`src/rtl/core/fmc_pkg.sv`:
```
package fmc_pkg;
  localparam int WindowBytes = 512;
  localparam int NameChars = 8;
  localparam int CountW = $clog2(WindowBytes + 1);
  localparam int LenW = $clog2(NameChars + 2);

  localparam logic [4:0] ClsEmpty    = 5'd0;
  localparam logic [4:0] ClsElf      = 5'd1;
  localparam logic [4:0] ClsSh       = 5'd2;
  localparam logic [4:0] ClsBash     = 5'd3;
  localparam logic [4:0] ClsDash     = 5'd4;
  localparam logic [4:0] ClsAwk      = 5'd5;
  localparam logic [4:0] ClsSed      = 5'd6;
  localparam logic [4:0] ClsPerl     = 5'd7;
  localparam logic [4:0] ClsPython   = 5'd8;
  localparam logic [4:0] ClsLua      = 5'd9;
  localparam logic [4:0] ClsExpect   = 5'd10;
  localparam logic [4:0] ClsMake     = 5'd11;
  localparam logic [4:0] ClsScript   = 5'd12;
  localparam logic [4:0] ClsPdf      = 5'd13;
  localparam logic [4:0] ClsGzip     = 5'd14;
  localparam logic [4:0] ClsCompress = 5'd15;
  localparam logic [4:0] ClsBzip2    = 5'd16;
  localparam logic [4:0] Cls7z       = 5'd17;
  localparam logic [4:0] ClsMz       = 5'd18;
  localparam logic [4:0] ClsTarPosix = 5'd19;
  localparam logic [4:0] ClsTarGnu   = 5'd20;
  localparam logic [4:0] ClsPng      = 5'd21;
  localparam logic [4:0] ClsJpeg     = 5'd22;
  localparam logic [4:0] ClsText     = 5'd23;
  localparam logic [4:0] ClsData     = 5'd24;

  localparam logic [1:0] PhSkip = 2'd0;
  localparam logic [1:0] PhName = 2'd1;
  localparam logic [1:0] PhDone = 2'd2;

  // snapshot of a finished file handed from front to back
  typedef struct packed {
    logic [CountW-1:0]          count;
    logic [6:0][7:0]            head;
    logic                       ustar;
    logic [7:0]                 kind;
    logic                       zero;
    logic [NameChars-1:0][7:0]  name;
    logic [LenW-1:0]            len;
  } file_snap_t;
endpackage

```
`src/rtl/core/file_magic_classifier.sv`:
```
// channel | ports                                             | direction
// in      | in_valid in_stall in_byte_value in_byte_present in_last_item | bytes in
// out     | out_valid out_stall out_class_code out_ustar_found | one code per file
// One byte transfers every cycle in which in_valid is high and in_stall is low; the
// front updates its registers in that cycle. The result of a file passes through
// the queue and then the classifier's output register. Behind a held result the
// two-entry queue takes two more finished files; once it is full, in_stall rises
// and holds every byte. Reset is synchronous, active low.
module file_magic_classifier (
  input  logic       clk,
  input  logic       rst_n,
  input  logic       in_valid,
  output logic       in_stall,
  input  logic [7:0] in_byte_value,
  input  logic       in_byte_present,
  input  logic       in_last_item,
  output logic       out_valid,
  input  logic       out_stall,
  output logic [4:0] out_class_code,
  output logic       out_ustar_found
);
  import fmc_pkg::*;

  file_snap_t f_snap, q_snap;
  logic       f_vld, f_stl, q_vld, q_stl;

  fmc_front u_front (
    .clk, .rst_n, .in_valid, .in_stall, .in_byte_value, .in_byte_present,
    .in_last_item, .snap_valid(f_vld), .snap_stall(f_stl), .snap(f_snap)
  );

  fmc_queue u_queue (
    .clk, .rst_n, .wr_valid(f_vld), .wr_stall(f_stl), .wr_data(f_snap),
    .rd_valid(q_vld), .rd_stall(q_stl), .rd_data(q_snap)
  );

  fmc_back u_back (
    .clk, .rst_n, .snap_valid(q_vld), .snap_stall(q_stl), .snap(q_snap),
    .out_valid, .out_stall, .out_class_code, .out_ustar_found
  );
endmodule

```
`src/rtl/core/fmc_front.sv`:
```
module fmc_front (
  input  logic               clk,
  input  logic               rst_n,
  input  logic               in_valid,
  output logic               in_stall,
  input  logic [7:0]         in_byte_value,
  input  logic               in_byte_present,
  input  logic               in_last_item,
  output logic               snap_valid,
  input  logic               snap_stall,
  output fmc_pkg::file_snap_t snap
);
  import fmc_pkg::*;

  logic [CountW-1:0]         cnt_r;
  logic [6:0][7:0]           head_r;
  logic                      ustar_r;
  logic [7:0]                kind_r;
  logic                      zero_r;
  logic [1:0]                ph_r;
  logic [NameChars-1:0][7:0] name_r;
  logic [LenW-1:0]           len_r;

  logic                      take, add;
  logic [7:0]                c;
  logic [CountW-1:0]         cnt_nxt;
  logic [6:0][7:0]           head_nxt;
  logic                      ustar_nxt, zero_nxt;
  logic [7:0]                kind_nxt;
  logic [1:0]                ph_nxt;
  logic [NameChars-1:0][7:0] name_nxt;
  logic [LenW-1:0]           len_nxt;
  logic [7:0]                ustar_ch;

  assign in_stall = snap_stall;
  assign take = in_valid && !in_stall;
  assign c = in_byte_value;
  assign add = in_byte_present && (cnt_r < CountW'(WindowBytes));

  always_comb begin
    unique case (cnt_r)
      CountW'(257): ustar_ch = "u";
      CountW'(258): ustar_ch = "s";
      CountW'(259): ustar_ch = "t";
      CountW'(260): ustar_ch = "a";
      default:      ustar_ch = "r";
    endcase
  end

  always_comb begin
    cnt_nxt = cnt_r; head_nxt = head_r; ustar_nxt = ustar_r; kind_nxt = kind_r;
    zero_nxt = zero_r; ph_nxt = ph_r; name_nxt = name_r; len_nxt = len_r;
    if (add) begin
      if (cnt_r < CountW'(7)) head_nxt[cnt_r[2:0]] = c;
      if (cnt_r >= CountW'(257) && cnt_r <= CountW'(261) && c != ustar_ch) ustar_nxt = 1'b0;
      if (cnt_r == CountW'(262)) kind_nxt = c;
      if (c == 8'h00) zero_nxt = 1'b1;
      if (cnt_r >= CountW'(2) && cnt_r < CountW'(WindowBytes - 1) && ph_r != PhDone) begin
        if (c == 8'h0a || c == 8'h00) begin
          ph_nxt = PhDone;
        end else if (ph_r == PhSkip && c == " ") begin
          ph_nxt = PhSkip;
        end else if (ph_r == PhName && c == " ") begin
          ph_nxt = PhDone;
        end else begin
          ph_nxt = PhName;
          if (c == "/") begin
            len_nxt = '0;
          end else begin
            if (len_r < LenW'(NameChars)) name_nxt[len_r[$clog2(NameChars)-1:0]] = c;
            if (len_r <= LenW'(NameChars)) len_nxt = len_r + LenW'(1);
          end
        end
      end
      cnt_nxt = cnt_r + CountW'(1);
    end
  end

  always_ff @(posedge clk) begin
    if (!rst_n || (take && in_last_item)) begin
      cnt_r <= '0; head_r <= '0; ustar_r <= 1'b1; kind_r <= '0; zero_r <= 1'b0;
      ph_r <= PhSkip; name_r <= '0; len_r <= '0;
    end else if (take) begin
      cnt_r <= cnt_nxt; head_r <= head_nxt; ustar_r <= ustar_nxt; kind_r <= kind_nxt;
      zero_r <= zero_nxt; ph_r <= ph_nxt; name_r <= name_nxt; len_r <= len_nxt;
    end
  end

  assign snap_valid = in_valid && in_last_item;
  always_comb begin
    snap.count = cnt_nxt;
    snap.head  = head_nxt;
    snap.ustar = ustar_nxt;
    snap.kind  = kind_nxt;
    snap.zero  = zero_nxt;
    snap.name  = name_nxt;
    snap.len   = len_nxt;
  end
endmodule

```
`src/rtl/core/fmc_queue.sv`:
```
module fmc_queue (
  input  logic               clk,
  input  logic               rst_n,
  input  logic               wr_valid,
  output logic               wr_stall,
  input  fmc_pkg::file_snap_t wr_data,
  output logic               rd_valid,
  input  logic               rd_stall,
  output fmc_pkg::file_snap_t rd_data
);
  import fmc_pkg::*;

  file_snap_t mem_r [2];
  logic [1:0] wp_r, rp_r;
  logic       wr, rd;

  assign wr_stall = (wp_r[0] == rp_r[0]) && (wp_r[1] != rp_r[1]);
  assign rd_valid = wp_r != rp_r;
  assign wr = wr_valid && !wr_stall;
  assign rd = rd_valid && !rd_stall;
  assign rd_data = mem_r[rp_r[0]];

  always_ff @(posedge clk) begin
    if (wr) mem_r[wp_r[0]] <= wr_data;
  end

  always_ff @(posedge clk) begin
    if (!rst_n) begin
      wp_r <= '0;
      rp_r <= '0;
    end else begin
      if (wr) wp_r <= wp_r + 2'd1;
      if (rd) rp_r <= rp_r + 2'd1;
    end
  end
endmodule

```
`src/rtl/core/fmc_back.sv`:
```
module fmc_back (
  input  logic               clk,
  input  logic               rst_n,
  input  logic               snap_valid,
  output logic               snap_stall,
  input  fmc_pkg::file_snap_t snap,
  output logic               out_valid,
  input  logic               out_stall,
  output logic [4:0]         out_class_code,
  output logic               out_ustar_found
);
  import fmc_pkg::*;

  logic       vld_r;
  logic [4:0] cls_r;
  logic       ust_r;
  logic [4:0] cls, scls;
  logic [6:0][7:0] b;
  logic       load;

  function automatic logic name_is(input logic [NameChars-1:0][7:0] nm,
                                   input logic [LenW-1:0] ln,
                                   input logic [7*8-1:0] s, input int k);
    logic ok;
    ok = (ln == LenW'(k)) && (k <= NameChars);
    for (int i = 0; i < 7; i++)
      if (i < k && i < NameChars && nm[i] != s[(k-1-i)*8 +: 8]) ok = 1'b0;
    return ok;
  endfunction

  assign b = snap.head;

  always_comb begin
    priority if (name_is(snap.name, snap.len, 56'("sh"), 2))          scls = ClsSh;
    else if (name_is(snap.name, snap.len, 56'("bash"), 4))            scls = ClsBash;
    else if (name_is(snap.name, snap.len, 56'("dash"), 4))            scls = ClsDash;
    else if (name_is(snap.name, snap.len, 56'("awk"), 3))             scls = ClsAwk;
    else if (name_is(snap.name, snap.len, 56'("sed"), 3))             scls = ClsSed;
    else if (name_is(snap.name, snap.len, 56'("perl"), 4))            scls = ClsPerl;
    else if (name_is(snap.name, snap.len, 56'("python"), 6) ||
             name_is(snap.name, snap.len, 56'("python3"), 7))         scls = ClsPython;
    else if (name_is(snap.name, snap.len, 56'("lua"), 3))             scls = ClsLua;
    else if (name_is(snap.name, snap.len, 56'("expect"), 6))          scls = ClsExpect;
    else if (name_is(snap.name, snap.len, 56'("make"), 4) ||
             name_is(snap.name, snap.len, 56'("gmake"), 5))           scls = ClsMake;
    else                                                              scls = ClsScript;
  end

  always_comb begin
    logic n2, n3, n4, n7, tar;
    n2 = snap.count >= CountW'(2);
    n3 = snap.count >= CountW'(3);
    n4 = snap.count >= CountW'(4);
    n7 = snap.count >= CountW'(7);
    tar = (snap.count >= CountW'(263)) && snap.ustar;
    priority if (snap.count == '0) cls = ClsEmpty;
    else if (n4 && b[0] == 8'h7f && b[1] == "E" && b[2] == "L" && b[3] == "F") cls = ClsElf;
    else if (n2 && b[0] == "#" && b[1] == "!") cls = scls;
    else if (n4 && b[0] == "%" && b[1] == "P" && b[2] == "D" && b[3] == "F") cls = ClsPdf;
    else if (n2 && b[0] == 8'h1f && b[1] == 8'h8b) cls = ClsGzip;
    else if (n4 && b[0] == 8'h1f && b[1] == 8'h9d) cls = ClsCompress;
    else if (n3 && b[0] == 8'h42 && b[1] == 8'h5a && b[2] == 8'h68) cls = ClsBzip2;
    else if (n7 && ((b[0] == 8'hfd && b[1] == "7" && b[2] == "z" && b[3] == "X" &&
                     b[4] == "Z" && b[5] == 8'h00) ||
                    (b[0] == "7" && b[1] == "z" && b[2] == 8'hbc && b[3] == 8'haf &&
                     b[4] == 8'h27 && b[5] == 8'h1c))) cls = Cls7z;
    else if (n4 && b[0] == "M" && b[1] == "Z") cls = ClsMz;
    else if (tar && snap.kind == " ") cls = ClsTarPosix;
    else if (tar && snap.kind == 8'h00) cls = ClsTarGnu;
    else if (n4 && b[0] == 8'h89 && b[1] == "P" && b[2] == "N" && b[3] == "G") cls = ClsPng;
    else if (n2 && b[0] == 8'hff && b[1] == 8'hd8) cls = ClsJpeg;
    else cls = snap.zero ? ClsData : ClsText;
  end

  assign snap_stall = vld_r && out_stall;
  assign load = snap_valid && !snap_stall;

  always_ff @(posedge clk) begin
    if (!rst_n) vld_r <= 1'b0;
    else if (load) vld_r <= 1'b1;
    else if (!out_stall) vld_r <= 1'b0;
  end

  always_ff @(posedge clk) begin
    if (load) begin
      cls_r <= cls;
      ust_r <= (snap.count >= CountW'(262)) && snap.ustar;
    end
  end

  assign out_valid = vld_r;
  assign out_class_code = cls_r;
  assign out_ustar_found = ust_r;
endmodule

```
`config.mk`:
```
export PLATFORM = sky130hd
export DESIGN_NAME = file_magic_classifier
export DESIGN_NICKNAME = d
export VERILOG_FILES = /design/src/rtl/core/fmc_pkg.sv /design/src/rtl/core/file_magic_classifier.sv /design/src/rtl/core/fmc_front.sv /design/src/rtl/core/fmc_queue.sv /design/src/rtl/core/fmc_back.sv
export SDC_FILE = /design/constraint.sdc
export NUM_CORES = 1
export LEC_CHECK = 0
export ABC_AREA = 1
export CELL_PAD_IN_SITES_DETAIL_PLACEMENT = 1
export CELL_PAD_IN_SITES_GLOBAL_PLACEMENT = 1
export CORE_ASPECT_RATIO = 0.8
export CORE_MARGIN = 4
export CORE_UTILIZATION = 45
export CTS_BUF_LIST = sky130_fd_sc_hd__clkbuf_4
export DETAILED_ROUTE_END_ITERATION = 12
export DONT_BUFFER_PORTS = 1
export PLACE_DENSITY_LB_ADDON = 0.3
export SYNTH_ARGS = -nofsm -noshare
export SYNTH_HDL_FRONTEND = slang
export SYNTH_HIERARCHICAL = 1
export SYNTH_SLANG_ARGS = --single-unit
```
`constraint.sdc`:
```
create_clock -name clk -period 15.32 [get_ports clk]
set_clock_uncertainty 0.05 [all_clocks]
set_input_delay 2.298 -clock clk [delete_from_list [all_inputs] [get_ports clk]]
set_output_delay 2.298 -clock clk [all_outputs]
set_load 0.05 [all_outputs]
```
# Word level (Yosys, flattened, before mapping)
# Memories as Yosys holds them, arrays and structs flattened. A register that Yosys moved wholly into a read port is not among the register bits.
# Cells that the tools add are included.
[totals] input_bits=14 ramBits=288 out_inout_bits=8 mem_count=1 ff_bits=157 word_cells=382
[memory_table] memory="u_queue.mem_r" depth=2 width=144 rd=1 rd_ports_with_merged_regs=1 wr=1 line="fmc_queue.sv:13" text="file_snap_t mem_r [2];"
[classes] eq_ne=88 reduce_logical=71 order_cmp=18 addsub=4 n_mux=173
[ops] op="64-bit 2-to-1 mux" n=7
[ops] op="8-bit by 7-bit inequality test with 1-bit output (second input constant)" n=33
[ops] op="8-bit by 7-bit equality test with 1-bit output (second input constant)" n=16
[ops] op="1-bit 2-to-1 mux" n=122
[ops] op="56-bit 2-to-1 mux" n=2
[ops] op="5-bit 2-to-1 mux" n=20
[ops] op="8-bit by 6-bit equality test with 1-bit output (second input constant)" n=9
[ops] op="64-bit bitwise mux" n=1
[ops] op="8-bit equality test (second input constant)" n=8
[ops] op="56-bit bitwise mux" n=1
[ops] op="1-bit logical AND" n=56
[ops] op="10-bit by 9-bit equality test with 1-bit output (second input constant)" n=5
[ops] op="8-bit demux with 3-bit select" n=2
[ops] op="4-bit 2-to-1 mux" n=8
[ops] op="8-bit 2-to-1 mux" n=4
[ops] op="10-bit by 2-bit >= comparator with 1-bit output (second input constant)" n=3
[ops] op="10-bit by 9-bit >= comparator with 1-bit output (second input constant)" n=3
[ops] op="8-bit zero test" n=3
[ops] op="10-bit by 3-bit >= comparator with 1-bit output (second input constant)" n=2
[ops] op="5-bit one-hot mux with 4 select lines" n=1
[ops] op="4-bit by 3-bit equality test with 1-bit output (second input constant)" n=4
[ops] op="8-bit by 5-bit equality test with 1-bit output (second input constant)" n=2
[ops] op="10-bit by 1-bit adder with 10-bit output (second input constant)" n=1
[ops] op="10-bit by 9-bit <= comparator with 1-bit output (second input constant)" n=1
[ops] op="28 further kinds" n=40

# Depth between registers and ports, before layout
[depth] word_depth=64 ltp_mapped=20 ltp_nobuf=17

# Cells and area by module
# The synthesis kept the hierarchy.
[modules_own_cells] mod="fmc_queue" cells_each=493 seq_area_each_um2=8748.4 n_inst=1 area_each_um2=10882.9
[modules_own_cells] mod="fmc_front" cells_each=1361 seq_area_each_um2=2922.8 n_inst=1 area_each_um2=8157.8
[modules_own_cells] mod="fmc_back" cells_each=507 seq_area_each_um2=200.2 n_inst=1 area_each_um2=2512.4

# Worst setup path before layout
# No wires, ideal clock.
[synth_timing] path_kind="input to register" from="in in_last_item" to="mem u_queue/mem_r[0][0] (netlist bit) (enable)" setup_slack_ns=6.156 t_required_ns=14.620 arrival_ns=8.464 path_buffers=0 cell_stages=4 setup_time_ns=0.650 path_cell_list="nand2_1 inv_1 nand2_1 nor2_1"
[synth_via] elab_chain_cells=4
[synth_rtl] element="start: declaration" line="file_magic_classifier.sv:16" text="input logic in_last_item,"
[synth_rtl] element="1-bit logical AND" line="fmc_front.sv:89" text="assign snap_valid = in_valid && in_last_item;"
[synth_rtl] element="net f_vld" line="file_magic_classifier.sv:25" text="logic f_vld, f_stl, q_vld, q_stl;"
[synth_rtl] element="1-bit logical AND" line="fmc_queue.sv:19" text="assign wr = wr_valid && !wr_stall;"
[synth_rtl] element="1-bit 2-to-1 mux" line="fmc_queue.sv:24" text="if (wr) mem_r[wp_r[0]] <= wr_data;"
[synth_rtl] element="1-bit 2-to-1 mux (not written as such)" line="fmc_queue.sv:24"
[synth_rtl] element="end: declaration" line="fmc_queue.sv:13"
# The timed path passes the listed nets, and every way through them passes these cells.

# Worst setup path after layout
[layout_timing] from="in in_valid" to="reg u_front/name_r[9] (netlist bit)"
[layout_via] elab_chain_cells=3
[layout_rtl] element="start: declaration" line="file_magic_classifier.sv:12" text="input logic in_valid,"
[layout_rtl] element="1-bit logical AND (*)" line="fmc_front.sv:36" text="assign take = in_valid && !in_stall;"
[layout_rtl] element="1-bit logical AND" line="fmc_front.sv:80" text="if (!rst_n || (take && in_last_item)) begin"
[layout_rtl] element="1-bit logical OR" line="fmc_front.sv:80"
[layout_rtl] element="end signal: assignment" line="fmc_front.sv:85" text="zero_r <= zero_nxt; ph_r <= ph_nxt; name_r <= name_nxt; len_r <= len_nxt;"
[layout_rtl] element="end: declaration" line="fmc_front.sv:21" text="logic [NameChars-1:0][7:0] name_r;"
# Mark *: on every way between the ends. The rest lies on a longest branch, timed or not.
# A chain may end at the register's enable or synchronous reset.

==> impl_metrics.json <==
{
  "worst-setup-path-type": "primary input to flop",
  "area_delta_synth_final_pct": 9.21,
  "final_cells": 2865,
  "clock_latency_ns": 0.82,
  "ioPinCount": 22,
  "critPathLaunchType": "primary input",
  "die_h_um": 195,
  "grt_use_total": 0.241,
  "overflow": 0,
  "cts_hold_buf": 0,
  "cts.sinks": 398,
  "setup_ws_ns": 10.86,
  "h-tree-depth": 3,
  "wl_per_cell_um": 19.5,
  "period_share": 0.291,
  "cts_root_buffer": "clkbuf_4",
  "place.gp.congestion": 0.855,
  "syn-cell-area_sq_um": 19600,
  "crit_chain": "inv_1, nor2_4, buf_4, nand2_1, nand2_4, buf_4, nor2_1, o21ai_0, inv_1",
  "avgSynthCellArea_sq_um": 8.97,
  "power_leakage_nw": 9.47,
  "rows": 68,
  "post-cts-setup-buffer-count": 0,
  "stdcell_area_sq_um": 21400,
  "vias_per_cell": 5.40,
  "setup_viol": 0,
  "numCtsBuffers": 103,
  "routed_wl_mm": 55.8,
  "cts_resized": 0,
  "max_freq_mhz": 224,
  "post-route-min-period_ns": 4.46,
  "vias": 15500,
  "io_buffers": 0,
  "crit_start": "in_valid",
  "grt_pass1_wl_mm": 88.5,
  "path_max_fanout": 72,
  "max_cap_violations": 0,
  "p_comb_frac": 0.251,
  "cp.required_ns": 15.98,
  "die_area_sq_um": 47000,
  "rsz0062_at_grt": "no",
  "ys.warnings.count": 6,
  "intPower_w": 0.00207,
  "cp-end-kind": "flop",
  "clk_pin_slew_ns": 0.07,
  "core_sq_um": 43100,
  "switching_share": 0.334,
  "hold_class": "flop to flop",
  "rrSetupSlack_ns": 11.04,
  "antenna_left": 0,
  "hold_start": "u_front/ustar_r",
  "p_per_area_nw_per_um2": 145,
  "drtPass1Iterations": 5,
  "die_w_um": 241,
  "switchingPower_w": 0.00104,
  "synth_cells": 2188,
  "p_seq_frac": 0.432,
  "dpl-instance-area_sq_um": 20000,
  "grt_max_degree": 105,
  "placedCellCount": 2670,
  "grt_pass1_vias": 16100,
  "drc": 0,
  "clkPwrFrac": 0.317,
  "cts_tree": "yes",
  "drive_gt1_frac": 0.164,
  "initial_utilization": 0.455,
  "pre_cts_ws_ns": 10.04,
  "max_stage_delay_ns": 0.78,
  "slew_headroom": 0.209,
  "drt_iter0_markers": 1048,
  "syn_nets": 2208,
  "hold_violations": 0,
  "tightestPinTransition_ns": 1.19,
  "cpMaxStageDelayCell": "buf_4",
  "vdd_drop_max_mv": 0.0765,
  "fin_nets": 2235,
  "status": "finished, final reports clean",
  "post-dp-hpwl_mm": 37.0,
  "clockBufferDepth": 3,
  "antenna_found_initial": 2,
  "nFillCells": 4995,
  "setup_tns_ns": 0,
  "slew_viol_final": 0,
  "cp.arrival_ns": 5.12
}
## path summary, 6_finish.rpt
path | endpoint | cells past startpoint
max | u_front/name_r[9] | 9
min | u_front/ustar_r | 2
max reg2reg | u_back/out_class_code[2] | 12
min reg2reg | u_front/ustar_r | 2
## registers in the layout, indices dropped and copies added, names as in the netlist, 2 cells and up, named ones only
name / flops
u_queue/rp_r: 2
u_front/name_r: 56
u_front/len_r: 4
u_front/head_r: 48
u_queue/wp_r: 2
u_back/out_class_code: 5
u_queue/mem_r: 256
u_front/cnt_r: 10
u_front/ph_r: 2
u_front/kind_r: 8
## metrics by stage
| step | total power, W | hold slack [ns] | util |
|---|---|---|---|
| 6_report | 0.00311 | 0.418 | 0.497 |
| 5_1_grt | 0.00330 | 0.475 | 0.497 |
| 4_1_cts | 0.00314 | 0.426 | 0.497 |
| 3_5_place_dp | 0.00214 | 0.411 | 0.463 |
| 3_3_place_gp | 0.00211 | 0.399 | 0.463 |
| 2_1_floorplan | 0.00196 | 0.387 | - |
## critical path, delay by kind of cell
kind,cells,cell delay (ns)
AOI/OAI and AO/OA,1,0.13
buffers and inverters,4,1.57
and+or+nand+nor,4,1.06
## placed cells by master, fill, tap and decap left out, drive strengths merged, types with 4 or more instances in the layout
cell type    n
o21ai      170
clkinv      31
inv        283
bufinv       4
nor3        37
mux2       128
nand3      161
buf         11
clkbuf     155
nand2      412
nand3b       4
or2          6
ha           6
a21oi       29
nand4       38
xor2         5
edfxtp     262
dfxtp      136
nor4        11
nor2       398
## power by group through the flow
stage	clock network [W]	registers, W	logic (W)
after global routing	0.00108	0.00136	0.000866
after global placement	0	0.00136	0.000745
final	0.000987	0.00134	0.000782
after floorplan	0	0.00135	0.000613
after CTS	0.00102	0.00135	0.000778
after detailed placement	0	0.00137	0.000773
## routing by layer
metal / part of all wire / wire [um] / GRT usage
met5: 0 / 0 / 0
met2: 0.43 / 24100 / 0.356
met1: 0.47 / 26300 / 0.351
met3: 0.072 / 4040 / 0.0604
met4: 0.022 / 1240 / 0.0690
## final cells by class
| cell class | count | area [sq um] | area share |
|---|---|---|---|
| antenna | 3 | 7.51 | 0.000350 |
| clock buffer | 155 | 1160 | 0.0543 |
| clock inverter | 37 | 273 | 0.0127 |
| inverter | 283 | 1070 | 0.0498 |
| multi-input combinational | 1418 | 7550 | 0.352 |
| sequential | 398 | 10600 | 0.494 |
| tap | 560 | 701 | 0.0327 |
| timing repair buffer | 11 | 82.6 | 0.00385 |
No activity file was read; power rests on OpenSTA's default activity.
